$ cat src/ore_pkg.sv
// Shared types, constants and the counter adaptation function for the
// order-1 binary context range encoder. No dependencies.
package ore_pkg;

  localparam int SYMBOL_BITS  = 9;
  localparam int INDEX_BITS   = 7;
  localparam int CONTEXT_BITS = 8;
  localparam int MAX_RESULTS  = 24;
  localparam int CNT_W        = $clog2(MAX_RESULTS + 1);

  localparam int RANGE_W    = 32;
  localparam int PROB_W     = 17;
  localparam int PROD_W     = RANGE_W + PROB_W;
  localparam int HALF_W     = 16;
  localparam int CTR_W      = 2 * HALF_W;
  localparam int FAST_SHIFT = 3;
  localparam int SLOW_SHIFT = 6;

  localparam logic [CTR_W-1:0]  COUNTER_INIT = 32'h8000_8000;
  localparam logic [PROB_W-1:0] PROB_HALF    = 17'h1_0000;

  typedef enum logic [1:0] {
    KIND_SYMBOL = 2'd0,
    KIND_INDEX  = 2'd1,
    KIND_RAW    = 2'd2,
    KIND_FLUSH  = 2'd3
  } kind_e;

  typedef struct packed {
    kind_e       kind;
    logic [31:0] value;
    logic [7:0]  context_req;
  } in_item_t;

  typedef struct packed {
    logic [7:0] out_byte;
    logic       last;
  } out_item_t;

  typedef enum logic [2:0] {
    ST_CLEAR,
    ST_IDLE,
    ST_READ,
    ST_MUL,
    ST_APPLY,
    ST_RENORM,
    ST_FLUSH,
    ST_DONE
  } state_e;

  typedef enum logic [2:0] {
    RNG_HOLD,
    RNG_MUL,
    RNG_APPLY,
    RNG_SHIFT,
    RNG_FLUSH_SHIFT,
    RNG_RESET
  } rng_op_e;

  typedef struct packed {
    rng_op_e op;
    logic    bit_val;
  } rng_ctrl_t;

  typedef struct packed {
    logic       renorm;
    logic [7:0] top_byte;
  } rng_stat_t;

  typedef struct packed {
    logic start;
    logic emit;
    logic done;
  } emit_ctrl_t;

  typedef struct packed {
    logic emit_ok;
    logic done_ok;
  } stage_stat_t;

  // counter layout: {slow, fast}
  function automatic logic [CTR_W-1:0] counter_update(input logic [CTR_W-1:0] c,
                                                      input logic b);
    logic [HALF_W-1:0] f;
    logic [HALF_W-1:0] s;
    f = c[HALF_W-1:0];
    s = c[CTR_W-1:HALF_W];
    if (b) begin
      f = f + ((~f) >> FAST_SHIFT);
      s = s + ((~s) >> SLOW_SHIFT);
    end else begin
      f = f - (f >> FAST_SHIFT);
      s = s - (s >> SLOW_SHIFT);
    end
    return {s, f};
  endfunction

endpackage

$ cat src/ore_range_unit.sv
// Range interval registers with the shared 32x17 multiplier, bit apply and
// byte shift logic. Depends on ore_pkg.
module ore_range_unit (
  input  logic                             clk_i,
  input  logic                             rst_ni,
  input  ore_pkg::rng_ctrl_t               ctrl_i,
  input  logic [ore_pkg::PROB_W-1:0]       prob_i,
  output ore_pkg::rng_stat_t               stat_o
);

  logic [ore_pkg::RANGE_W-1:0] low_q, low_d;
  logic [ore_pkg::RANGE_W-1:0] high_q, high_d;
  logic [ore_pkg::RANGE_W-1:0] quot_q, quot_d;
  logic [ore_pkg::RANGE_W-1:0] span;
  logic [ore_pkg::RANGE_W-1:0] mid;
  logic [ore_pkg::PROD_W-1:0]  prod;

  always_comb begin
    span   = high_q - low_q;
    prod   = ore_pkg::PROD_W'(span) * ore_pkg::PROD_W'(prob_i);
    mid    = low_q + quot_q;
    low_d  = low_q;
    high_d = high_q;
    quot_d = quot_q;
    unique case (ctrl_i.op)
      ore_pkg::RNG_HOLD: ;
      ore_pkg::RNG_MUL: begin
        quot_d = prod[ore_pkg::PROD_W-1:ore_pkg::PROB_W];
      end
      ore_pkg::RNG_APPLY: begin
        if (ctrl_i.bit_val) begin
          high_d = mid;
        end else begin
          low_d = mid + 32'd1;
        end
      end
      ore_pkg::RNG_SHIFT: begin
        low_d  = {low_q[23:0], 8'h00};
        high_d = {high_q[23:0], 8'hFF};
      end
      ore_pkg::RNG_FLUSH_SHIFT: begin
        low_d = {low_q[23:0], 8'h00};
      end
      ore_pkg::RNG_RESET: begin
        low_d  = '0;
        high_d = '1;
      end
      default: ;
    endcase
  end

  always_ff @(posedge clk_i or negedge rst_ni) begin
    if (!rst_ni) begin
      low_q  <= '0;
      high_q <= '1;
    end else begin
      low_q  <= low_d;
      high_q <= high_d;
    end
  end

  always_ff @(posedge clk_i) begin
    quot_q <= quot_d;
  end

  assign stat_o.renorm   = (low_q[31:24] == high_q[31:24]);
  assign stat_o.top_byte = low_q[31:24];

endmodule

$ cat config.mk
export PLATFORM = sky130hd
export DESIGN_NAME = ore_range_unit
export DESIGN_NICKNAME = d
export VERILOG_FILES = /design/src/ore_pkg.sv /design/src/ore_range_unit.sv
export SDC_FILE = /design/constraint.sdc
export NUM_CORES = 2
export LEC_CHECK = 0
export BUFFER_PORTS_ARGS = -buffer_cell sky130_fd_sc_hd__buf_4
export CAP_MARGIN = 25
export CORE_ASPECT_RATIO = 1.5
export CORE_MARGIN = 4
export CORE_UTILIZATION = 34
export DETAILED_ROUTE_END_ITERATION = 8
export PLACE_DENSITY = 0.48
export SETUP_SLACK_MARGIN = 0.4
export SLEW_MARGIN = 0
export SYNTH_ARGS = -nofsm -noshare
export SYNTH_HDL_FRONTEND = slang
export SYNTH_SLANG_ARGS = --single-unit
export TNS_END_PERCENT = 30
$ cat constraint.sdc
create_clock -name clk_i -period 8.92 [get_ports clk_i]
set_input_delay 0.446 -clock clk_i [delete_from_list [all_inputs] [get_ports clk_i]]
set_output_delay 0.446 -clock clk_i [all_outputs]
set_load 0.005 [all_outputs]
* After elaboration in Yosys (flattened, before gate mapping)
Cells that the tools add are included.
** Word-level totals
- Output and inout port bits :: 9
- Word-level logic and storage cells :: 24
- Bits in registers :: 96
** Operators by class
- Reductions and logical operators :: 5
- Eq/ne operators :: 8
- $add $sub $neg :: 3
- Mux-type cells :: 4
- Multipliers :: 1
** Operators with widths (number)
- one-hot mux 32 bit (3 select lines) :: 2
- 2-to-1 mux 32 bit :: 2
- multiplier 32 x 17 -> 49 bit :: 1
- adder 32 x 1 -> 32 bit, second input constant :: 1
- adder 32 bit :: 1
- subtractor 32 bit :: 1
- equality test 8 bit :: 1
- equality test 3 x 2 -> 1 bit, second input constant :: 2
- equality test 3 bit, second input constant :: 2
- nonzero test 3 bit :: 2
- inequality test 2 bit, second input constant :: 2
- AND reduction 2 bit :: 2
- equality test 3 x 1 -> 1 bit, second input constant :: 1
- OR reduction 2 bit :: 1

* Logic depth before layout (Yosys ltp)
- Depth in word-level cells :: 4
- Mapped depth :: 38

* Least setup slack after synthesis
Ideal clock, no wire load.
- Path kind :: flip-flop to flip-flop
- From :: register low_q[1] (netlist name)
- To :: register quot_q[31] (netlist name) (data pin)
- Setup slack :: 55 ps
- Cell stages (with the launch flop) :: 36
- Clock period less this slack :: 8865 ps
- Data arrival time :: 8605 ps
- Library setup time :: 260 ps
- Cells stage by stage :: dfrtp_1 inv_1 ha_1 nor2b_1 o21ai_0 a21boi_0 o21ai_0 a21bo_2 a31oi_1 o21a_1 o21ai_0 nand2b_1 a31oi_2 buf_2 mux2_2 fa_1 fa_1 inv_1 fa_1 fa_1 fa_1 inv_1 fa_1 inv_1 ha_1 and3_1 a21oi_1 o21ai_0 a21o_1 a41oi_1 a21boi_0 nor2b_1 o311ai_0 o21ai_0 a21oi_1 xnor2_1
** Between the ends
- Longest elaborated chain between the ends :: 2
** Ends and longest elaborated chain
- from (decl) :: line ore_range_unit.sv:11 : logic [ore_pkg::RANGE_W-1:0] low_q, low_d;
- from (signal assigned) :: line ore_range_unit.sv:57 : low_q <= low_d;
- subtractor 32 bit :: line ore_range_unit.sv:19 : span = high_q - low_q;
- multiplier 32 x 17 -> 49 bit :: line ore_range_unit.sv:20 : prod = ore_pkg::PROD_W'(span) * ore_pkg::PROD_W'(prob_i);
- via prod, one bit :: line ore_range_unit.sv:16 : logic [ore_pkg::PROD_W-1:0] prod;
- to (signal assigned) :: line ore_range_unit.sv:63 : quot_q <= quot_d;
- to (decl) :: line ore_range_unit.sv:13 : logic [ore_pkg::RANGE_W-1:0] quot_q, quot_d;
The timed path passes the listed nets, and every way through them passes these cells.
A chain may end at the register's enable or synchronous reset.

* Final worst setup path
- From :: register low_q[0] (netlist name)
- To :: register quot_q[29] (netlist name) (data pin)
Same word-level chain as after synthesis.

==> results.toml <==
[clock_tree]
path_clk_slew_ns = 0.08
cts_tree = "yes"
clock_latency_ns = 0.36
hold_buffers = 0
clock_sinks = 96
htree_levels = 3
ctsRootBufferMaster = "clkbuf_16"
clock_path_buffers = 2
cts_buffers = 9

[floorplan]
start_util_pct = 34.4
design.die.area_um2 = 79600
coreArea_um2 = 74200
ios = 32
fp.dieW_um = 232
die_h_um = 344
std_cell_rows = 122

[sta]
slew_violations = 0
fmax_mhz = 116
fin_crit_sh_pct = 96.3
fin_ws_ns = 0.330
worst_pin_slew_ns = 1.08
slew_headroom_pct = 28.2
hold_ws_ns = 0.181
finalCriticalPeriod_ns = 8.59
setup_viol = 0
hold_viol = 0
rsz0062_at_grt = "yes"
skew_ns = 0.0117

[hold_path]
hold_path_class = "in -> async"

[setup_path]
path_buf_inv = 6
crit_path_end_kind = "flip-flop"
critPathSlowestCell = "fa_1"
cpLargestDelayFamily = "adder cells"
cp.arrival_ns = 8.69
worstPathMaxFanout = 8
critical_path_class = "reg -> reg"
required_ns = 9.02
cpMostUsedCell = "fa_1"
start_kind = "flip-flop"
slowest_delay_ns = 0.54

[grt]
antenna_found_initial = 1
grt_pass1_wl_um = 128000
grt_remaining_overflow = 0
grt_pass1_vias = 22800
grt_util_all_layers_pct = 20.5
grt_max_degree = 65

[routing]
detail-route-antenna-nets = 0
routedWlPerCell_um = 20.2
drcViolationCount = 0
vias = 21000
avgViaCountPerCell = 5.15
drtIter0Drc = 955
wirelength_um = 82400
drtPass1Iterations = 5

[synth]
syn_inst = 2982
synth_edf_count = 32
synth.avg_cell_area_um2 = 8.56
synthArstFlopShare_pct = 66.7
synth.yosys.warnings = 0
ys_seq_area_share_pct = 10.2
synth_seq_cells = 96
ys.flop_type = "edfxtp_1"
synth_nets = 3638
synth_area_um2 = 25500
synth_cell_type_count = 83

[final_layout]
final_nets = 3730
seq_area_um2 = 2600
fillers = 7604
final_design_area_no_fill_um2 = 29200
multiInputGateArea_um2 = 20800
drive_gt1_share_pct = 14.6
area_growth_pct = 14.4
fin_util_pct = 39.4

[place]
place_area_um2 = 27700
hpwl_um = 64900
portBuffers = 31
place_congestion = 0.868
preCtsSetupSlack_ns = -0.147

[flow_run]
drv_cap = 0

[status]
status = "completed"
[layer usage]
metal / vias up / global-route usage [%] / share of wire (%)
li1: 9591 / - / -
met1: 10800 / 24.7 / 40
met2: 451 / 39.0 / 54
met3: 131 / 1.28 / 2.7
met4: 0 / 6.52 / 3.7
met5: - / 0 / 0
[cells in the mapped netlist (all sizes together), types with 46 or more instances]
library cell / number / area, µm²
inv: 558 / 2090
nor2: 65 / 244
clkbuf: 145 / 544
fa: 449 / 8990
xnor2: 70 / 621
nand2b: 73 / 457
nand2: 466 / 1750
xor2: 46 / 410
ha: 184 / 2300
and2: 161 / 1010
o21ai: 98 / 494
a21oi: 108 / 552
[flip-flops by register name, summed over array words and instances (netlist names)]
signal / flops
high_q: 32
quot_q: 32
low_q: 32
[layout by cell type, fill, tap and decap left out, types with 14 or more instances in the layout]
| cell | n |
|---|---|
| nand4_1 | 33 |
| and3_1 | 14 |
| edfxtp_1 | 32 |
| buf_12 | 16 |
| a21o_1 | 36 |
| fa_1 | 437 |
| nand2_1 | 463 |
| inv_1 | 547 |
| dfrtp_1 | 31 |
| buf_4 | 204 |
| dfstp_2 | 32 |
| xor2_1 | 44 |
| buf_6 | 15 |
| o21ai_0 | 73 |
| nor2b_1 | 29 |
| xnor2_1 | 64 |
| and2_1 | 157 |
| o22ai_1 | 38 |
| nor3_1 | 25 |
| nor2_1 | 63 |
| a31oi_1 | 28 |
| nand3_1 | 27 |
| o21ai_1 | 14 |
| mux2_2 | 19 |
| a21oi_2 | 21 |
| a22oi_1 | 20 |
| a21oi_1 | 85 |
| ha_1 | 167 |
| nand2b_1 | 72 |
[area by class of cell]
| type | count | area share, % |
|---|---|---|
| clock inverter | 5 | 0.124 |
| clock buffer | 11 | 0.904 |
| sequential | 96 | 8.91 |
| antenna | 1 | 0.00857 |
| inverter | 558 | 7.17 |
| tap | 992 | 4.25 |
| timing repair buffer | 240 | 7.27 |
| multi-input combinational | 2169 | 71.4 |
[path summary, 6_finish.rpt]
path	from	endpoint	slack, ns	cells after the start
hold / removal	rst_ni	low_q[21]	0.18	1
max in group asynchronous	rst_ni	low_q[7]	8.06	1
setup / recovery	low_q[0]	quot_q[29]	0.33	36
hold reg to reg	high_q[24]	high_q[24]	0.49	2
setup reg to reg	low_q[0]	quot_q[29]	0.33	36
min in group clk_i	high_q[24]	high_q[24]	0.49	2
[what timing repair did]
item                                    in CTS  in global routing
resized for setup                           57                112
setup buffers                               22                 38
cloned                                       0                  1
pin swaps                                   34                103
endpoints found under the setup margin      19                 20
[stage by stage]
stage | instances | setup TNS (ns)
2_1_floorplan | 2982 | 0
3_3_place_gp | 3994 | -0.117
3_5_place_dp | 3994 | -0.602
4_1_cts | 4032 | 0
5_1_grt | 4071 | 0
6_report | 4072 | 0
[cell families (layout without fill, tap and decap cells)]
group	Yosys count	after routing	synth area share [%]
buf+inv	717	814	10.7
simple gates	934	934	17.7
xor+xnor	116	116	4.04
other cells	0	1	0
fa+ha+maj	633	633	44.2
compound gates	452	452	11.8
mux	34	34	1.44
flops	96	96	10.2
Power is not shown: default switching activity piles up to over one toggle a cycle in this logic, so the estimate is an artifact.
