File: src/ore_pkg.sv
// Shared types, constants and the counter adaptation function for the
// order-1 binary context range encoder. No dependencies.
package ore_pkg;

  localparam int SYMBOL_BITS  = 9;
  localparam int INDEX_BITS   = 7;
  localparam int CONTEXT_BITS = 8;
  localparam int MAX_RESULTS  = 24;
  localparam int CNT_W        = $clog2(MAX_RESULTS + 1);

  localparam int RANGE_W    = 32;
  localparam int PROB_W     = 17;
  localparam int PROD_W     = RANGE_W + PROB_W;
  localparam int HALF_W     = 16;
  localparam int CTR_W      = 2 * HALF_W;
  localparam int FAST_SHIFT = 3;
  localparam int SLOW_SHIFT = 6;

  localparam logic [CTR_W-1:0]  COUNTER_INIT = 32'h8000_8000;
  localparam logic [PROB_W-1:0] PROB_HALF    = 17'h1_0000;

  typedef enum logic [1:0] {
    KIND_SYMBOL = 2'd0,
    KIND_INDEX  = 2'd1,
    KIND_RAW    = 2'd2,
    KIND_FLUSH  = 2'd3
  } kind_e;

  typedef struct packed {
    kind_e       kind;
    logic [31:0] value;
    logic [7:0]  context_req;
  } in_item_t;

  typedef struct packed {
    logic [7:0] out_byte;
    logic       last;
  } out_item_t;

  typedef enum logic [2:0] {
    ST_CLEAR,
    ST_IDLE,
    ST_READ,
    ST_MUL,
    ST_APPLY,
    ST_RENORM,
    ST_FLUSH,
    ST_DONE
  } state_e;

  typedef enum logic [2:0] {
    RNG_HOLD,
    RNG_MUL,
    RNG_APPLY,
    RNG_SHIFT,
    RNG_FLUSH_SHIFT,
    RNG_RESET
  } rng_op_e;

  typedef struct packed {
    rng_op_e op;
    logic    bit_val;
  } rng_ctrl_t;

  typedef struct packed {
    logic       renorm;
    logic [7:0] top_byte;
  } rng_stat_t;

  typedef struct packed {
    logic start;
    logic emit;
    logic done;
  } emit_ctrl_t;

  typedef struct packed {
    logic emit_ok;
    logic done_ok;
  } stage_stat_t;

  // counter layout: {slow, fast}
  function automatic logic [CTR_W-1:0] counter_update(input logic [CTR_W-1:0] c,
                                                      input logic b);
    logic [HALF_W-1:0] f;
    logic [HALF_W-1:0] s;
    f = c[HALF_W-1:0];
    s = c[CTR_W-1:HALF_W];
    if (b) begin
      f = f + ((~f) >> FAST_SHIFT);
      s = s + ((~s) >> SLOW_SHIFT);
    end else begin
      f = f - (f >> FAST_SHIFT);
      s = s - (s >> SLOW_SHIFT);
    end
    return {s, f};
  endfunction

endpackage

File: src/ore_ctrl.sv
// Sequencer: counter table clearing sweep, per-item bit walk, tree node and
// counter table access, range unit control. Depends on ore_pkg.
module ore_ctrl #(
  parameter int SYMBOL_BITS  = ore_pkg::SYMBOL_BITS,
  parameter int INDEX_BITS   = ore_pkg::INDEX_BITS,
  parameter int CONTEXT_BITS = ore_pkg::CONTEXT_BITS,
  localparam int SYM_AW = CONTEXT_BITS + SYMBOL_BITS,
  localparam int IDX_AW = CONTEXT_BITS + INDEX_BITS
) (
  input  logic                           clk_i,
  input  logic                           rst_ni,
  input  logic                           in_valid_i,
  input  ore_pkg::in_item_t              in_item_i,
  output logic                           in_ready_o,
  input  ore_pkg::rng_stat_t             rng_stat_i,
  output ore_pkg::rng_ctrl_t             rng_ctrl_o,
  output logic [ore_pkg::PROB_W-1:0]     prob_o,
  input  ore_pkg::stage_stat_t           stage_i,
  output ore_pkg::emit_ctrl_t            emit_o,
  output logic                           sym_we_o,
  output logic [SYM_AW-1:0]              sym_waddr_o,
  output logic [SYM_AW-1:0]              sym_raddr_o,
  input  logic [ore_pkg::CTR_W-1:0]      sym_rdata_i,
  output logic                           idx_we_o,
  output logic [IDX_AW-1:0]              idx_waddr_o,
  output logic [IDX_AW-1:0]              idx_raddr_o,
  input  logic [ore_pkg::CTR_W-1:0]      idx_rdata_i,
  output logic [ore_pkg::CTR_W-1:0]      ctr_wdata_o
);

  localparam int NODE_W = (SYMBOL_BITS > INDEX_BITS) ? SYMBOL_BITS : INDEX_BITS;
  localparam int CLR_W  = CONTEXT_BITS + NODE_W;

  ore_pkg::state_e state_q, state_d;
  ore_pkg::kind_e  kind_q, kind_d;
  logic [31:0]             value_q, value_d;
  logic [CONTEXT_BITS-1:0] ctx_q, ctx_d;
  logic [NODE_W-1:0]       node_q, node_d;
  logic [4:0]              bit_idx_q, bit_idx_d;
  logic [1:0]              flush_q, flush_d;
  logic [CLR_W-1:0]        clr_q, clr_d;

  logic                       bit_val;
  logic [ore_pkg::CTR_W-1:0]  ctr_rd;
  logic [ore_pkg::CTR_W-1:0]  ctr_upd;
  logic                       accept;

  assign accept  = in_valid_i && (state_q == ore_pkg::ST_IDLE);
  assign bit_val = value_q[bit_idx_q];
  assign ctr_rd  = (kind_q == ore_pkg::KIND_INDEX) ? idx_rdata_i : sym_rdata_i;
  assign ctr_upd = ore_pkg::counter_update(ctr_rd, bit_val);

  assign sym_raddr_o = {ctx_q, node_q[SYMBOL_BITS-1:0]};
  assign idx_raddr_o = {ctx_q, node_q[INDEX_BITS-1:0]};

  always_comb begin
    if (kind_q == ore_pkg::KIND_RAW) begin
      prob_o = ore_pkg::PROB_HALF;
    end else begin
      prob_o = ore_pkg::PROB_W'(ctr_rd[ore_pkg::HALF_W-1:0])
             + ore_pkg::PROB_W'(ctr_rd[ore_pkg::CTR_W-1:ore_pkg::HALF_W]);
    end
  end

  // next state
  always_comb begin
    state_d = state_q;
    unique case (state_q)
      ore_pkg::ST_CLEAR: begin
        if (&clr_q) state_d = ore_pkg::ST_IDLE;
      end
      ore_pkg::ST_IDLE: begin
        if (in_valid_i) begin
          unique case (in_item_i.kind)
            ore_pkg::KIND_FLUSH: state_d = ore_pkg::ST_FLUSH;
            ore_pkg::KIND_RAW:   state_d = ore_pkg::ST_MUL;
            default:             state_d = ore_pkg::ST_READ;
          endcase
        end
      end
      ore_pkg::ST_READ:  state_d = ore_pkg::ST_MUL;
      ore_pkg::ST_MUL:   state_d = ore_pkg::ST_APPLY;
      ore_pkg::ST_APPLY: state_d = ore_pkg::ST_RENORM;
      ore_pkg::ST_RENORM: begin
        if (!rng_stat_i.renorm) begin
          state_d = (bit_idx_q == 5'd0) ? ore_pkg::ST_DONE : ore_pkg::ST_MUL;
        end
      end
      ore_pkg::ST_FLUSH: begin
        if (stage_i.emit_ok && flush_q == 2'd0) state_d = ore_pkg::ST_DONE;
      end
      ore_pkg::ST_DONE: begin
        if (stage_i.done_ok) state_d = ore_pkg::ST_IDLE;
      end
      default: state_d = ore_pkg::ST_CLEAR;
    endcase
  end

  // outputs
  always_comb begin
    in_ready_o         = 1'b0;
    rng_ctrl_o.op      = ore_pkg::RNG_HOLD;
    rng_ctrl_o.bit_val = bit_val;
    emit_o             = '0;
    sym_we_o           = 1'b0;
    idx_we_o           = 1'b0;
    sym_waddr_o        = sym_raddr_o;
    idx_waddr_o        = idx_raddr_o;
    ctr_wdata_o        = ctr_upd;
    unique case (state_q)
      ore_pkg::ST_CLEAR: begin
        sym_we_o    = 1'b1;
        idx_we_o    = 1'b1;
        sym_waddr_o = clr_q[SYM_AW-1:0];
        idx_waddr_o = clr_q[IDX_AW-1:0];
        ctr_wdata_o = ore_pkg::COUNTER_INIT;
      end
      ore_pkg::ST_IDLE: begin
        in_ready_o   = 1'b1;
        emit_o.start = in_valid_i;
      end
      ore_pkg::ST_READ: ;
      ore_pkg::ST_MUL: begin
        rng_ctrl_o.op = ore_pkg::RNG_MUL;
        sym_we_o      = (kind_q == ore_pkg::KIND_SYMBOL);
        idx_we_o      = (kind_q == ore_pkg::KIND_INDEX);
      end
      ore_pkg::ST_APPLY: rng_ctrl_o.op = ore_pkg::RNG_APPLY;
      ore_pkg::ST_RENORM: begin
        if (rng_stat_i.renorm && stage_i.emit_ok) begin
          rng_ctrl_o.op = ore_pkg::RNG_SHIFT;
          emit_o.emit   = 1'b1;
        end
      end
      ore_pkg::ST_FLUSH: begin
        if (stage_i.emit_ok) begin
          rng_ctrl_o.op = (flush_q == 2'd0) ? ore_pkg::RNG_RESET : ore_pkg::RNG_FLUSH_SHIFT;
          emit_o.emit   = 1'b1;
        end
      end
      ore_pkg::ST_DONE: emit_o.done = stage_i.done_ok;
      default: ;
    endcase
  end

  // item and sequencing registers
  always_comb begin
    kind_d    = kind_q;
    value_d   = value_q;
    ctx_d     = ctx_q;
    node_d    = node_q;
    bit_idx_d = bit_idx_q;
    flush_d   = flush_q;
    clr_d     = clr_q;
    if (state_q == ore_pkg::ST_CLEAR) begin
      clr_d = clr_q + 1'b1;
    end
    if (accept) begin
      kind_d  = in_item_i.kind;
      value_d = in_item_i.value;
      ctx_d   = in_item_i.context_req[CONTEXT_BITS-1:0];
      node_d  = NODE_W'(1);
      flush_d = 2'd3;
      case (in_item_i.kind)
        ore_pkg::KIND_SYMBOL: bit_idx_d = 5'(SYMBOL_BITS - 1);
        ore_pkg::KIND_INDEX:  bit_idx_d = 5'(INDEX_BITS - 1);
        default:              bit_idx_d = 5'd31;
      endcase
    end
    if (state_q == ore_pkg::ST_APPLY) begin
      node_d = {node_q[NODE_W-2:0], bit_val};
    end
    if (state_q == ore_pkg::ST_RENORM && !rng_stat_i.renorm && bit_idx_q != 5'd0) begin
      bit_idx_d = bit_idx_q - 5'd1;
    end
    if (state_q == ore_pkg::ST_FLUSH && stage_i.emit_ok) begin
      flush_d = flush_q - 2'd1;
    end
  end

  always_ff @(posedge clk_i or negedge rst_ni) begin
    if (!rst_ni) begin
      state_q <= ore_pkg::ST_CLEAR;
      clr_q   <= '0;
    end else begin
      state_q <= state_d;
      clr_q   <= clr_d;
    end
  end

  always_ff @(posedge clk_i) begin
    kind_q    <= kind_d;
    value_q   <= value_d;
    ctx_q     <= ctx_d;
    node_q    <= node_d;
    bit_idx_q <= bit_idx_d;
    flush_q   <= flush_d;
  end

endmodule

File: config.mk
export PLATFORM = sky130hd
export DESIGN_NAME = ore_ctrl
export DESIGN_NICKNAME = d
export VERILOG_FILES = /design/src/ore_pkg.sv /design/src/ore_ctrl.sv
export SDC_FILE = /design/constraint.sdc
export NUM_CORES = 1
export LEC_CHECK = 0
export BUFFER_PORTS_ARGS = -buffer_cell sky130_fd_sc_hd__buf_2
export CORE_ASPECT_RATIO = 2
export CORE_MARGIN = 2
export CORE_UTILIZATION = 40
export CTS_CLUSTER_DIAMETER = 40
export DETAILED_ROUTE_END_ITERATION = 6
export HOLD_SLACK_MARGIN = 0.15
export PLACE_DENSITY = 0.68
export SLEW_MARGIN = 40
export SYNTH_ARGS = -nofsm -noshare
export SYNTH_HDL_FRONTEND = slang
export SYNTH_SLANG_ARGS = --single-unit
File: constraint.sdc
create_clock -name clk_i -period 9.4 [get_ports clk_i]
set_input_delay 1.88 -clock clk_i [delete_from_list [all_inputs] [get_ports clk_i]]
set_output_delay 1.88 -clock clk_i [all_outputs]
set_load 0.05 [all_outputs]
# After elaboration in Yosys (flattened, before gate mapping)
# Cells that the tools add are included.
[classes] n_eq_ne=17 magnitude_cmp=1 add_sub_neg=8 mux=36 n_bitwise=2 reduce_logical=18
[ops] cell="$mux 32" count=2
[ops] cell="$mux 17" count=2
[ops] cell="$mux 16" count=2
[ops] cell="$not 16->16" count=2
[ops] cell="$pmux 3 s8" count=1
[ops] cell="$mux 3" count=7
[ops] cell="$mux 9" count=2
[ops] cell="$add 16x16->17" count=1
[ops] cell="$add 17x1->17 const B" count=1
[ops] cell="$reduce_and 17->1" count=1
[ops] cell="$add 16x10->16" count=1
[ops] cell="$add 16x13->16" count=1
[ops] cell="$sub 16x10->16" count=1
[ops] cell="$sub 16x13->16" count=1
[ops] cell="$mux 15" count=1
[ops] cell="$eq 3x3->1 const B" count=4
[ops] cell="$pmux 3 s4" count=1
[ops] cell="$mux 5" count=2
[ops] cell="$ne 2x2->1 const B" count=5
[ops] cell="$pmux 5 s2" count=1
[ops] cell="$mux 1" count=7
[ops] cell="$eq 2x2->1 const B" count=3
[ops] cell="$eq 3x2->1 const B" count=2
[ops] cell="$logic_and 1x1->1" count=6
[ops] cell="other kinds (16)" count=25
[word_totals] in_bits=120 out_inout_bits=123 ff_bits=78

# Depth between registers and ports, before layout
# Gate-level depths: netlist (run 1).
[logic_depth] ltp_word=6 ltp_mapped=19 ltp_nobuf=16

# Worst setup path after synthesis (run 1)
# OpenSTA, ideal clock, no wires.
[synth_timing] path_kind="in2out" from="in idx_rdata_i[22] (netlist bit)" to="out ctr_wdata_o[28] (netlist bit)" cell_stages=15 setup_slack_ps=2052 arrival_ps=5468 required_ps=7520 cell_sequence="and2_4 -> a21oi_1 -> nand3_1 -> nor2_1 -> nand2_1 -> xnor2_1 -> ha_1 -> and2_1 -> o21ai_0 -> a21oi_1 -> o21ai_0 -> a21oi_1 -> o311a_1 -> o21a_1 -> nor3_1"
[synth_between] elab_chain_cells=5 elab_cells_between_ends=6 classes_between="add/sub: 2; mux: 3; bitwise: 1"
[synth_rtl] element="start, declared" line="ore_ctrl.sv:27" rtl="input logic [ore_pkg::CTR_W-1:0] idx_rdata_i,"
[synth_rtl] element="$mux 32 (*)" line="ore_ctrl.sv:50" rtl="assign ctr_rd = (kind_q == ore_pkg::KIND_INDEX) ? idx_rdata_i : sym_rdata_i;"
[synth_rtl] element="$not 16->16" line="ore_pkg.sv:90" rtl="s = s + ((~s) >> SLOW_SHIFT);"
[synth_rtl] element="$add 16x10->16" line="ore_pkg.sv:90"
[synth_rtl] element="$mux 16 (*)" line="ore_pkg.sv:88" rtl="if (b) begin"
[synth_rtl] element="$mux 32 (*)" line="ore_ctrl.sv:110" rtl="unique case (state_q)"
[synth_rtl] element="end, declared" line="ore_ctrl.sv:28" rtl="output logic [ore_pkg::CTR_W-1:0] ctr_wdata_o"
# Every way passes the cells marked *; elsewhere a longest branch is shown, timed or not.

# Final worst setup path (run 1)
[layout_timing] from="reg bit_idx_q[0]" to="out ctr_wdata_o[30] (netlist bit)"
[layout_between] elab_chain_cells=4
[layout_rtl] element="start, declared" line="ore_ctrl.sv:39" rtl="logic [4:0] bit_idx_q, bit_idx_d;"
[layout_rtl] element="start signal, assigned" line="ore_ctrl.sv:196" rtl="bit_idx_q <= bit_idx_d;"
[layout_rtl] element="$bmux 1 s5" line="ore_ctrl.sv:49" rtl="assign bit_val = value_q[bit_idx_q];"
[layout_rtl] element="$mux 1 (not written as such)" line="ore_ctrl.sv:49"
[layout_rtl] element="$mux 16" line="ore_pkg.sv:88"
[layout_rtl] element="$mux 32" line="ore_ctrl.sv:110"
# No other way between the ends. The select of a mux whose other input is x is not followed.

==> results of run 1 <==
==> power by group <==
| part | leakage (nW) | total (mW) | switching, mW | internal, mW |
|---|---|---|---|---|
| Sequential | 0.793 | 0.529 | 0.0741 | 0.455 |
| Combinational | 3.14 | 2.30 | 1.68 | 0.611 |
| Clock | 0.152 | 0.354 | 0.135 | 0.220 |
==> cell families (layout without fill, tap and decap cells) <==
kind of cell               Yosys count  in the layout
buffers and inverters               91            298
DFF                                 78             78
adders and majority gates           57             57
muxes                               33             33
and+or+nand+nor                    358            358
xor gates and xnor gates            70             70
AOI/OAI and AO/OA                  133            133
==> sequential cells by signal, indices dropped and copies added, names as in the netlist <==
name	count
node_q	9
value_q	32
flush_q	2
clr_q	17
kind_q	2
bit_idx_q	5
ctx_q	8
state_q	3
==> critical path, stage by stage, from the launching register on <==
cell,delay [ns]
edfxtp_1,0.73
mux4_2,0.60
mux4_2,0.52
mux2i_4,0.42
nand3_1,0.24
nor2_1,0.28
nand2_1,0.11
xnor2_1,0.24
ha_1,0.29
and2_1,0.15
o21ai_0,0.13
a21oi_1,0.17
o21ai_0,0.35
a21oi_1,0.18
o311a_1,0.41
o41ai_1,0.37
mux2i_1,0.22
buf_2,0.27
==> routing by layer <==
metal / up-vias / share of wire [%]
li1: 3239 / -
met1: 3039 / 33
met2: 225 / 57
met3: 46 / 4.7
met4: 0 / 4.5
met5: - / 0
==> cell usage after synthesis (19+ instances only) <==
master	number	share of area, %
nor3_1	30	2.2
o21ai_0	24	1.7
nand2_1	165	8.9
edfxtp_1	58	25
nor2_1	71	3.8
ha_1	53	9.5
a21oi_1	47	3.4
mux2i_1	19	2.7
buf_4	24	2.6
xor2_1	28	3.5
dfrtp_1	20	7.2
xnor2_1	42	5.3
inv_1	40	2.2
==> through the flow <==
stage          util, %  worst slack (ns)
2_1_floorplan        -              2.05
3_3_place_gp      47.6              1.65
3_5_place_dp      47.7              1.60
4_1_cts           49.5              1.45
5_1_grt           49.5              1.09
6_report          49.5              1.49
==> final cells by class <==
class | count | area [µm²]
well taps | 210 | 263
inverters | 41 | 154
fillers | 1723 | 8690
clock buffers | 11 | 253
multi-input cells | 651 | 4310
repair buffers | 241 | 1220
flip-flops and latches | 78 | 2240
clock inverters | 5 | 56.3
==> worst paths after layout <==
kind                       slack [ns]               to  cells after the start
max                              1.49  ctr_wdata_o[30]                     17
min                              0.49        clr_q[10]                      1
max reg2reg                      6.63       state_q[2]                     12
min reg2reg                      0.49        clr_q[10]                      1
max in group asynchronous        7.57         clr_q[1]                      1
min in group asynchronous        1.50         clr_q[8]                      1
==> impl_results.md, run 1 <==
* Critical path fanouts, max at 11
* Hold buffers post-CTS at 0
* H-Tree Level Count at 3
* Row cnt at 68
* Flops & latches, synth at 78
* Total iterations of the first detailed-routing run at 4
* Post-Synth Adder-Cell Area at approximately a tenth
* Peak VDD IR at about 0.26 mV
* Top FF cell, synth: edfxtp_1
* Simple-gate share of the synthesized area at between 20% and 30%
* PD cells at roughly 370 nW/µm²
* Largest family of logic cells by synthesized area: simple AND/OR/NAND/NOR gates
* FFs w/ async S/R, synth at 25.6%
* Seq/Total Area, Yosys at around a third
* ANT cells at 0
* Largest net degree at the start of global routing at 49
* Setup violators final at 0
* Mapped Cells at between 800 and 900
* Detail Placement HPWL at approximately 16 mm
* CTS Buf Count at 9
* Tot Pwr at 3.18 mW
* Met1 Use GR at between 10% and 20%
* Share of cells above drive strength 1 at about 28%
* Core area at around 17,000 µm²
* Drt drc at 0
* Max-slew violation count at 0
* GR peak layer: met2
* Crit path kind: reg2out
* HP Start: clr_q[10]
* Synth Area in Compound Gates at between 10% and 20%
* Slew @ Worst Pin at 0.973 ns
* Die Height at around 190 µm
* Net Count, Synth at about 1,000
* CTS tree: done
* Mux contribution to synthesized area at approximately 6.8%
* Met2 Resource Use GR at 43.1%
* Post-synth EDFFs at 58
* Crit end category: output port
* Leak at 4.08 nW
* Dpl cell area at 8190 µm²
* # nets final at ~1.2k
* Fin Clk Skew at 0.00956 ns
* Commonest non-fill, non-tap cell in the layout: buf_2
* Detailed-route via count at ~6.5k
* Worst Path Required at approximately 7.5 ns
* Startpoint types: flop
* Clock root buffer: clkbuf_16
* Crit path launch: bit_idx_q[0]
* RSZ-0062 raised after global routing: no
* Most frequent cells in the layout: buf_2 (234), nand2_1 (165), nor2_1 (70)
* Port bufs at between 200 and 250
* GPL Wtd Cong at about 0.91
* Syn_area_per_cell at ~8.5 µm²
* WL per Instance at around 16 µm
* Clk pin slew, worst setup/hold paths at approximately 0.060 ns
* CP arrival at 6.03 ns
* Max Clk Rate at between 0.1 and 0.15 GHz
* Clk sinks at between 70 and 80
* Number of global-route vias before repair at around 6.6k
* Fin area at 8500 µm²
* Post-DRT Antenna Nets at 0
* DR iter-0 viols at 174
* Max-slew headroom at a little over a third
* IO Pins at ~240
* Setup TNS at 0 ns
* Final wirelength at 20.0 mm
* Overflow after GRT at 0
* M3 GR Usage at under 10%
* Reg2reg start: clr_q[6]
* Worst skew pair latency at roughly 0.34 ns
* First-pass GRT wire length at between 30 and 40 mm
* Initial Util at about two fifths
* Tmin final at between 7 and 8 ns
* GRT Resource Usage Total at between 20% and 30%
* Fin Hold WS at a little under 0.5 ns
* CTS resizes at 0
* Max-cap violation count at 0
* Post-synthesis xor/xnor area fraction at ~8.8%
* Die Width at 97.4 µm
* Worst hold path class: reg2reg
* Vias per cell at around 5.3
* Placed Instances at 1,221
* Clk buf depth at 2
* Netlist cell types at 62
* Die Area at between 15,000 and 20,000 µm²
* Status: finished clean
* Setup repair bufs after CTS at 0
* Non-filler cells, final at between 1k and 1.5k
* Synth-to-Final Area Change at 21.8%
* Ys Warns at 0
* Syn Std Cell Area at 6980 µm²
* Final hold violations at 0
* Initial antenna violation count at 0
* Final worst-path cycle share at 84.1%
Note: power is estimated with default switching activity, not from simulation.
==> run 2: changes to the inputs <==
--- a/config.mk
+++ b/config.mk
@@ -5,6 +5,7 @@
 export SDC_FILE = /design/constraint.sdc
 export NUM_CORES = 1
 export LEC_CHECK = 0
+export ABC_AREA = 1
 export BUFFER_PORTS_ARGS = -buffer_cell sky130_fd_sc_hd__buf_2
 export CORE_ASPECT_RATIO = 2
 export CORE_MARGIN = 2
@@ -12,7 +13,7 @@
 export CTS_CLUSTER_DIAMETER = 40
 export DETAILED_ROUTE_END_ITERATION = 6
 export HOLD_SLACK_MARGIN = 0.15
-export PLACE_DENSITY = 0.68
+export PLACE_DENSITY = 0.67
 export SLEW_MARGIN = 40
 export SYNTH_ARGS = -nofsm -noshare
 export SYNTH_HDL_FRONTEND = slang
==> constraint.sdc (replaced) <==
create_clock -name clk_i -period 8 [get_ports clk_i]
set_input_delay 1.6 -clock clk_i [delete_from_list [all_inputs] [get_ports clk_i]]
set_output_delay 1.6 -clock clk_i [all_outputs]
set_load 0.05 [all_outputs]
==> run 2 against run 1 <==
  * Sequential share of layout area fell by 2.1 points
  * Total power is 19% higher
  * Critical endpoint is now ctr_wdata_o[15]
  * Worst setup slack better by 0.32 ns
  * Design area up 8.4%
  * Highest routed layer is now met5
  * Sequential power increased by 12%
  * Non-clock buffer count shrank 4
  * Global-route usage up 1.6 points
  * Count of clock-buffer cells in the layout down 1
  * Utilization decreased by 0.52 points
  * Largest power group unchanged
  * Critical path type is now in2out
==> impl_results.md, run 2 <==
* Status: finished clean
* Detail Placement HPWL at between 15 and 20 mm
* GRT Resource Usage Total at between 20% and 30%
* Clock root buffer: clkbuf_16
* Die Width at between 100 and 150 µm
* Share of the synthesized area in the top cell type at 22.6%
* Hold Crit Depth at 1
* Setup repair bufs after CTS at 0
* Leak at 4.97 nW
* Largest registers: value_q (32), clr_q (17), node_q (9)
* Crit end category: output port
* Max Clk Rate at around 0.16 GHz
* Max-cap violation count at 0
* Drt drc at 0
* Number of global-route vias before repair at approximately 7.7k
* Initial antenna violation count at 1
* Detailed-route via count at 7,895
* DR iter-0 viols at 268
* RSZ-0062 raised after global routing: no
* Clk pin slew, worst setup/hold paths at 0.06 ns
* WL per Instance at approximately 15 µm
* Placed Instances at around 1.6k
* IO Pins at 243
* Vias per cell at just under 5
* Setup TNS at 0 ns
* Cells on worst reg2reg path at 9
* Max-slew headroom at 41.8%
* Synth cell count leaders: nand2_1 (288), inv_1 (178), nor2_1 (99), nand3_1 (79), o21ai_0 (66)
* CP arrival at 4.58 ns
* Seq/Total Area, Yosys at slightly below 30%
* ANT cells at 0
* Final worst-path cycle share at about 77%
* Die Area at 20,400 µm²
* Syn_area_per_cell at a little under 7 µm²
* Total iterations of the first detailed-routing run at 5
* Netlist cell types at 51
* Core area at ~19,000 µm²
* H-Tree Level Count at 3
* GPL Wtd Cong at 0.949
* Worst Path Required at approximately 6.4 ns
* Most frequent cells in the layout: nand2_1 (288), buf_2 (234), inv_1 (178)
* Die Height at ~200 µm
* Hold buffers post-CTS at 0
* Max reg flops at 32
* Overflow after GRT at 0
* Worst hold path class: reg2reg
* Largest net degree at the start of global routing at 54
* Worst skew pair latency at between 0.3 and 0.4 ns
* Dominant cells by area after synthesis: edfxtp_1 (23%), nand2_1 (14%), inv_1 (8.7%)
* Port bufs at around 230
* Ys Warns at 0
* Slew @ Worst Pin at ~0.87 ns
* Clk buf depth at 2
* Setup violators final at 0
* FFs w/ async S/R, synth at 25.6%
* Non-filler cells, final at approximately 1.6k
* Peak VDD IR at between 0.2 and 0.3 mV
* Flops & latches, synth at 78
* Max-slew violation count at 0
* Startpoint types: primary input
* PD cells at 409 nW/µm²
* # nets final at 1,503
* Synth-to-Final Area Change at 19.7%
* Row cnt at 71
* Post-synth EDFFs at slightly below 60
* Critical path fanouts, max at 6
* Crit path kind: in2out
* Largest Register: value_q
* Net Count, Synth at 1,303
* Initial Util at between 40% and 50%
* CTS tree: done
* Commonest non-fill, non-tap cell in the layout: nand2_1
* Share of cells above drive strength 1 at 24.0%
* Tmin final at between 6 and 7 ns
* Top FF cell, synth: edfxtp_1
* CTS resizes at 0
* Post-DRT Antenna Nets at 0
* Clk sinks at between 70 and 80
* Fin Clk Skew at about 0.0070 ns
* Post-synth top area cell: edfxtp_1
* Final hold violations at 0
* Syn Std Cell Area at roughly 7700 µm²
* CTS Buf Count at 9
* Top-count cell post-synth: nand2_1
* First-pass GRT wire length at between 30 and 40 mm
* Final wirelength at roughly 23 mm
* Mapped Cells at 1,127
## run 2: report_power, final
| part | total, mW | internal [mW] | switching [mW] |
|---|---|---|---|
| logic | 2.71 | 0.637 | 2.07 |
| registers | 0.594 | 0.530 | 0.0637 |
| clock network | 0.464 | 0.304 | 0.159 |
| total | 3.77 | 1.47 | 2.30 |
## run 2: cell type report
| type | count | area (µm²) |
|---|---|---|
| fill | 1974 | 9620 |
| multi-input combinational | 813 | 4420 |
| sequential | 78 | 2240 |
| timing repair buffer | 237 | 1190 |
| inverter | 188 | 706 |
| tap | 255 | 319 |
| clock buffer | 10 | 229 |
| clock inverter | 6 | 110 |
## run 2: final timing paths
path / startpoint / endpoint / slack (ns)
min reg2reg: clr_q[15] / clr_q[15] / 0.47
max reg2reg: bit_idx_q[0] / bit_idx_q[2] / 5.49
min: clr_q[15] / clr_q[15] / 0.47
min in group asynchronous: rst_ni / clr_q[7] / 1.20
max: idx_rdata_i[3] / ctr_wdata_o[15] / 1.82
max in group asynchronous: rst_ni / state_q[0] / 6.49
## run 2: critical path, cell delays in order
cell	delay, ns
buf_2	0.11
o21ai_2	0.29
nand2_2	0.14
nor2_2	0.30
nand4_1	0.16
nand2_1	0.09
nand2_1	0.05
nand2_1	0.06
inv_1	0.04
ha_1	0.34
a21oi_1	0.27
nor2_1	0.06
o21ai_0	0.21
o211ai_1	0.12
a21oi_1	0.27
inv_1	0.07
nand3_1	0.08
nand3_1	0.07
buf_2	0.25
## run 2: metal layers
| layer | track usage (%) | vias up | wire (µm) |
|---|---|---|---|
| li1 | - | 4015 | - |
| met1 | 20.4 | 3536 | 7860 |
| met2 | 44.1 | 270 | 12800 |
| met3 | 2.93 | 72 | 1050 |
| met4 | 14.1 | 2 | 1510 |
| met5 | 0 | - | 11 |
## run 2: kinds of logic (layout without fill, tap and decap cells)
family	after synthesis	count (layout)	share of synthesized area, %
AOI/OAI and AO/OA	179	179	13.1
xor gates and xnor gates	28	28	3.19
adders and majority gates	56	56	9.40
and+or+nand+nor	550	550	31.7
buffers and inverters	236	441	13.6
DFF	78	78	29.1
## run 2: per-stage QoR
| stage | hold slack [ns] | area, µm² | worst slack, ns | utilization [%] | total power, mW |
|---|---|---|---|---|---|
| finish | 0.470 | 9220 | 1.82 | 48.9 | 3.77 |
| detailed placement | 0.458 | 8880 | 1.81 | 47.1 | 3.32 |
| global placement | 0.458 | 8880 | 1.85 | 47.1 | 3.31 |
| CTS | 0.473 | 9220 | 1.79 | 48.9 | 3.80 |
| floorplan | 0.442 | 7700 | 2.16 | - | 2.75 |
| global route | 0.490 | 9220 | 1.39 | 48.9 | 4.02 |
==> run 3: changes to the inputs <==
==> constraint.sdc (replaced) <==
create_clock -name clk_i -period 6.3 [get_ports clk_i]
set_input_delay 1.26 -clock clk_i [delete_from_list [all_inputs] [get_ports clk_i]]
set_output_delay 1.26 -clock clk_i [all_outputs]
set_load 0.05 [all_outputs]
==> run 3 against run 2 <==
  * Global-route usage is 0.12 points higher
  * Via count down 1.1%
  * Clock skew about the same
  * Worst setup slack got worse by 1.2 ns
  * Sequential share of layout area is 0.066 points lower
  * Largest power group unchanged
  * Critical path depth increased by 3
  * Total power increased by 27%
  * Die area did not move
  * Design area grew 0.27%
  * Cell count increased by 0.13%
  * Combinational power up 27%
==> impl_results.md, run 3 (synthesis gave the netlist of run 2 again) <==
* Status: finished clean
* Max-slew headroom at 52.0%
* GPL Wtd Cong at about 0.94
* HP Start: clr_q[15]
* Detail Placement HPWL at between 15 and 20 mm
* # nets final at between 1.5k and 2k
* Initial Util at about 41%
* Comb pwr share at between 70% and 80%
* CTS tree: done
* Vias per cell at about 4.9
* Crit end category: output port
* Largest registers: value_q (32), clr_q (17), node_q (9)
* Net Sw Frac at 60.9%
* Clock Power Share at ~13%
* Leak at 4.99 nW
* Hold buffers post-CTS at 0
* Reg2reg start: bit_idx_q[0]
* Max reg flops at 32
* Setup violators final at 0
* Worst Path Required at roughly 5 ns
* Slew @ Worst Pin at approximately 0.72 ns
* Initial antenna violation count at 1
* Detailed-route via count at approximately 7.8k
* Max-cap violation count at 0
* Worst path cell trace: inv_2, nand2_1, nand3_1, nand3_1, nand3_1, nand3_2, nand2_4, inv_2, nor2_1, o21ai_1, inv_1, ha_1, nand3_1, nand2_1, inv_1, o21bai_1, nand2_1, nand2_1, a21o_1, nor2_1, nor2_1, buf_2
* Setup repair bufs after CTS at 0
* Cells on worst reg2reg path at 9
* Port bufs at 234
* Drt drc at 0
* Largest net degree at the start of global routing at 54
* RSZ-0062 raised after global routing: no
* Post-DRT Antenna Nets at 0
* Commonest non-fill, non-tap cell in the layout: nand2_1
* Clock root buffer: clkbuf_16
* Worst hold path class: reg2reg
* H-Tree Level Count at 3
* Peak VDD IR at 0.394 mV
* Final hold violations at 0
* Die Width at between 100 and 150 µm
* CTS resizes at 0
* Clk buf depth at 2
* Share of cells above drive strength 1 at 24.3%
* Tmin final at between 5 and 6 ns
* Row cnt at around 70
* Placed Instances at ~1.6k
* Psw at 2.92 mW
* Worst stage delay on the critical path at 0.81 ns
* Number of global-route vias before repair at between 7k and 8k
* Die Area at around 20,000 µm²
* Setup TNS at 0 ns
* PD cells at 518 nW/µm²
* Most frequent cells in the layout: nand2_1 (288), buf_2 (234), inv_1 (178)
* Synth-to-Final Area Change at 20.1%
* Overflow after GRT at 0
* Sequential power share at between 10% and 20%
* Final wirelength at 23.0 mm
* Clk pin slew, worst setup/hold paths at around 0.06 ns
* Die Height at around 200 µm
* WL per Instance at around 14 µm
* DR iter-0 viols at 216
* Worst skew pair latency at approximately 0.35 ns
* Clk sinks at a little under 80
* FILL cells at around 2.0k
* Crit path kind: reg2out
* ANT cells at 0
* Core area at roughly 19,000 µm²
* Crit path launch: bit_idx_q[0]
* Total iterations of the first detailed-routing run at 4
* IO Pins at 243
* Non-filler cells, final at about 1.6k
* Startpoint types: flop
* Internal at roughly 1.9 mW
* Final worst-path cycle share at ~90%
* Largest Register: value_q
* Critical path fanouts, max at 28
* Fin Clk Skew at slightly above 0.007 ns
* First-pass GRT wire length at around 36 mm
* CP arrival at between 4 and 5 ns
* Hold Crit Depth at 1
* CP max-delay cell: edfxtp_1
* Max Clk Rate at 0.174 GHz
* CTS Buf Count at 9
* GRT Resource Usage Total at 22.6%
* Max-slew violation count at 0
run 3: changes by cell type in the layout (fill, tap and decap cells not counted), sizes merged:
| cell | before | now |
|---|---|---|
| buf | 237 | 239 |
| inv | 188 | 189 |
| clkbuf | 10 | 9 |
| clkinv | 1 | 3 |
| clkinvlp | 2 | 0 |
run 3: final cells by class:
type	count	area (µm²)	share of cell area, %
multi-input combinational	813	4420	47.8
sequential	78	2240	24.3
timing repair buffer	239	1210	13.1
inverter	188	706	7.64
tap	255	319	3.45
clock buffer	9	225	2.44
clock inverter	7	121	1.31
run 3: power by group through the flow:
stage               logic (mW)  registers [mW]  clock network (mW)
finish                    3.44           0.751               0.598
global route              3.73           0.767               0.628
CTS                       3.47           0.753               0.610
detailed placement        3.45           0.763                   0
global placement          3.44           0.760                   0
floorplan                 2.68           0.818                   0
run 3: worst paths after layout:
kind	end	slack, ns
worst max-delay path	ctr_wdata_o[27]	0.57
worst min-delay path	clr_q[15]	0.47
worst max register to register	bit_idx_q[0]	3.81
worst min register to register	clr_q[15]	0.47
max in group asynchronous	state_q[1]	5.14
min in group asynchronous	clr_q[7]	0.85
run 3: per-stage QoR:
step | worst slack [ns] | instance area (µm²) | utilization [%] | power (mW) | hold slack [ns]
detailed placement | 0.787 | 8890 | 47.2 | 4.22 | 0.458
global placement | 0.823 | 8890 | 47.2 | 4.20 | 0.457
global route | 0.0689 | 9240 | 49.1 | 5.12 | 0.493
CTS | 0.466 | 9240 | 49.1 | 4.83 | 0.469
floorplan | 1.14 | 7700 | - | 3.49 | 0.442
finish | 0.568 | 9240 | 49.1 | 4.79 | 0.466
run 3: metal layers:
metal / global-route usage [%] / vias to the layer above / wire length [µm]
li1: - / 4018 / -
met1: 20.1 / 3479 / 7820
met2: 45.0 / 241 / 12800
met3: 3.38 / 65 / 1080
met4: 13.0 / 2 / 1330
met5: 0 / - / 13
run 3: critical path, delay by kind of cell, from the launching register on:
| family | cells | cell delay, ns |
|---|---|---|
| buffers and inverters | 5 | 0.88 |
| flip-flops | 1 | 0.81 |
| AO/OA/AOI/OAI | 3 | 0.69 |
| AND/OR/NAND/NOR | 13 | 1.44 |
| adder cells (fa/ha/maj) | 1 | 0.28 |
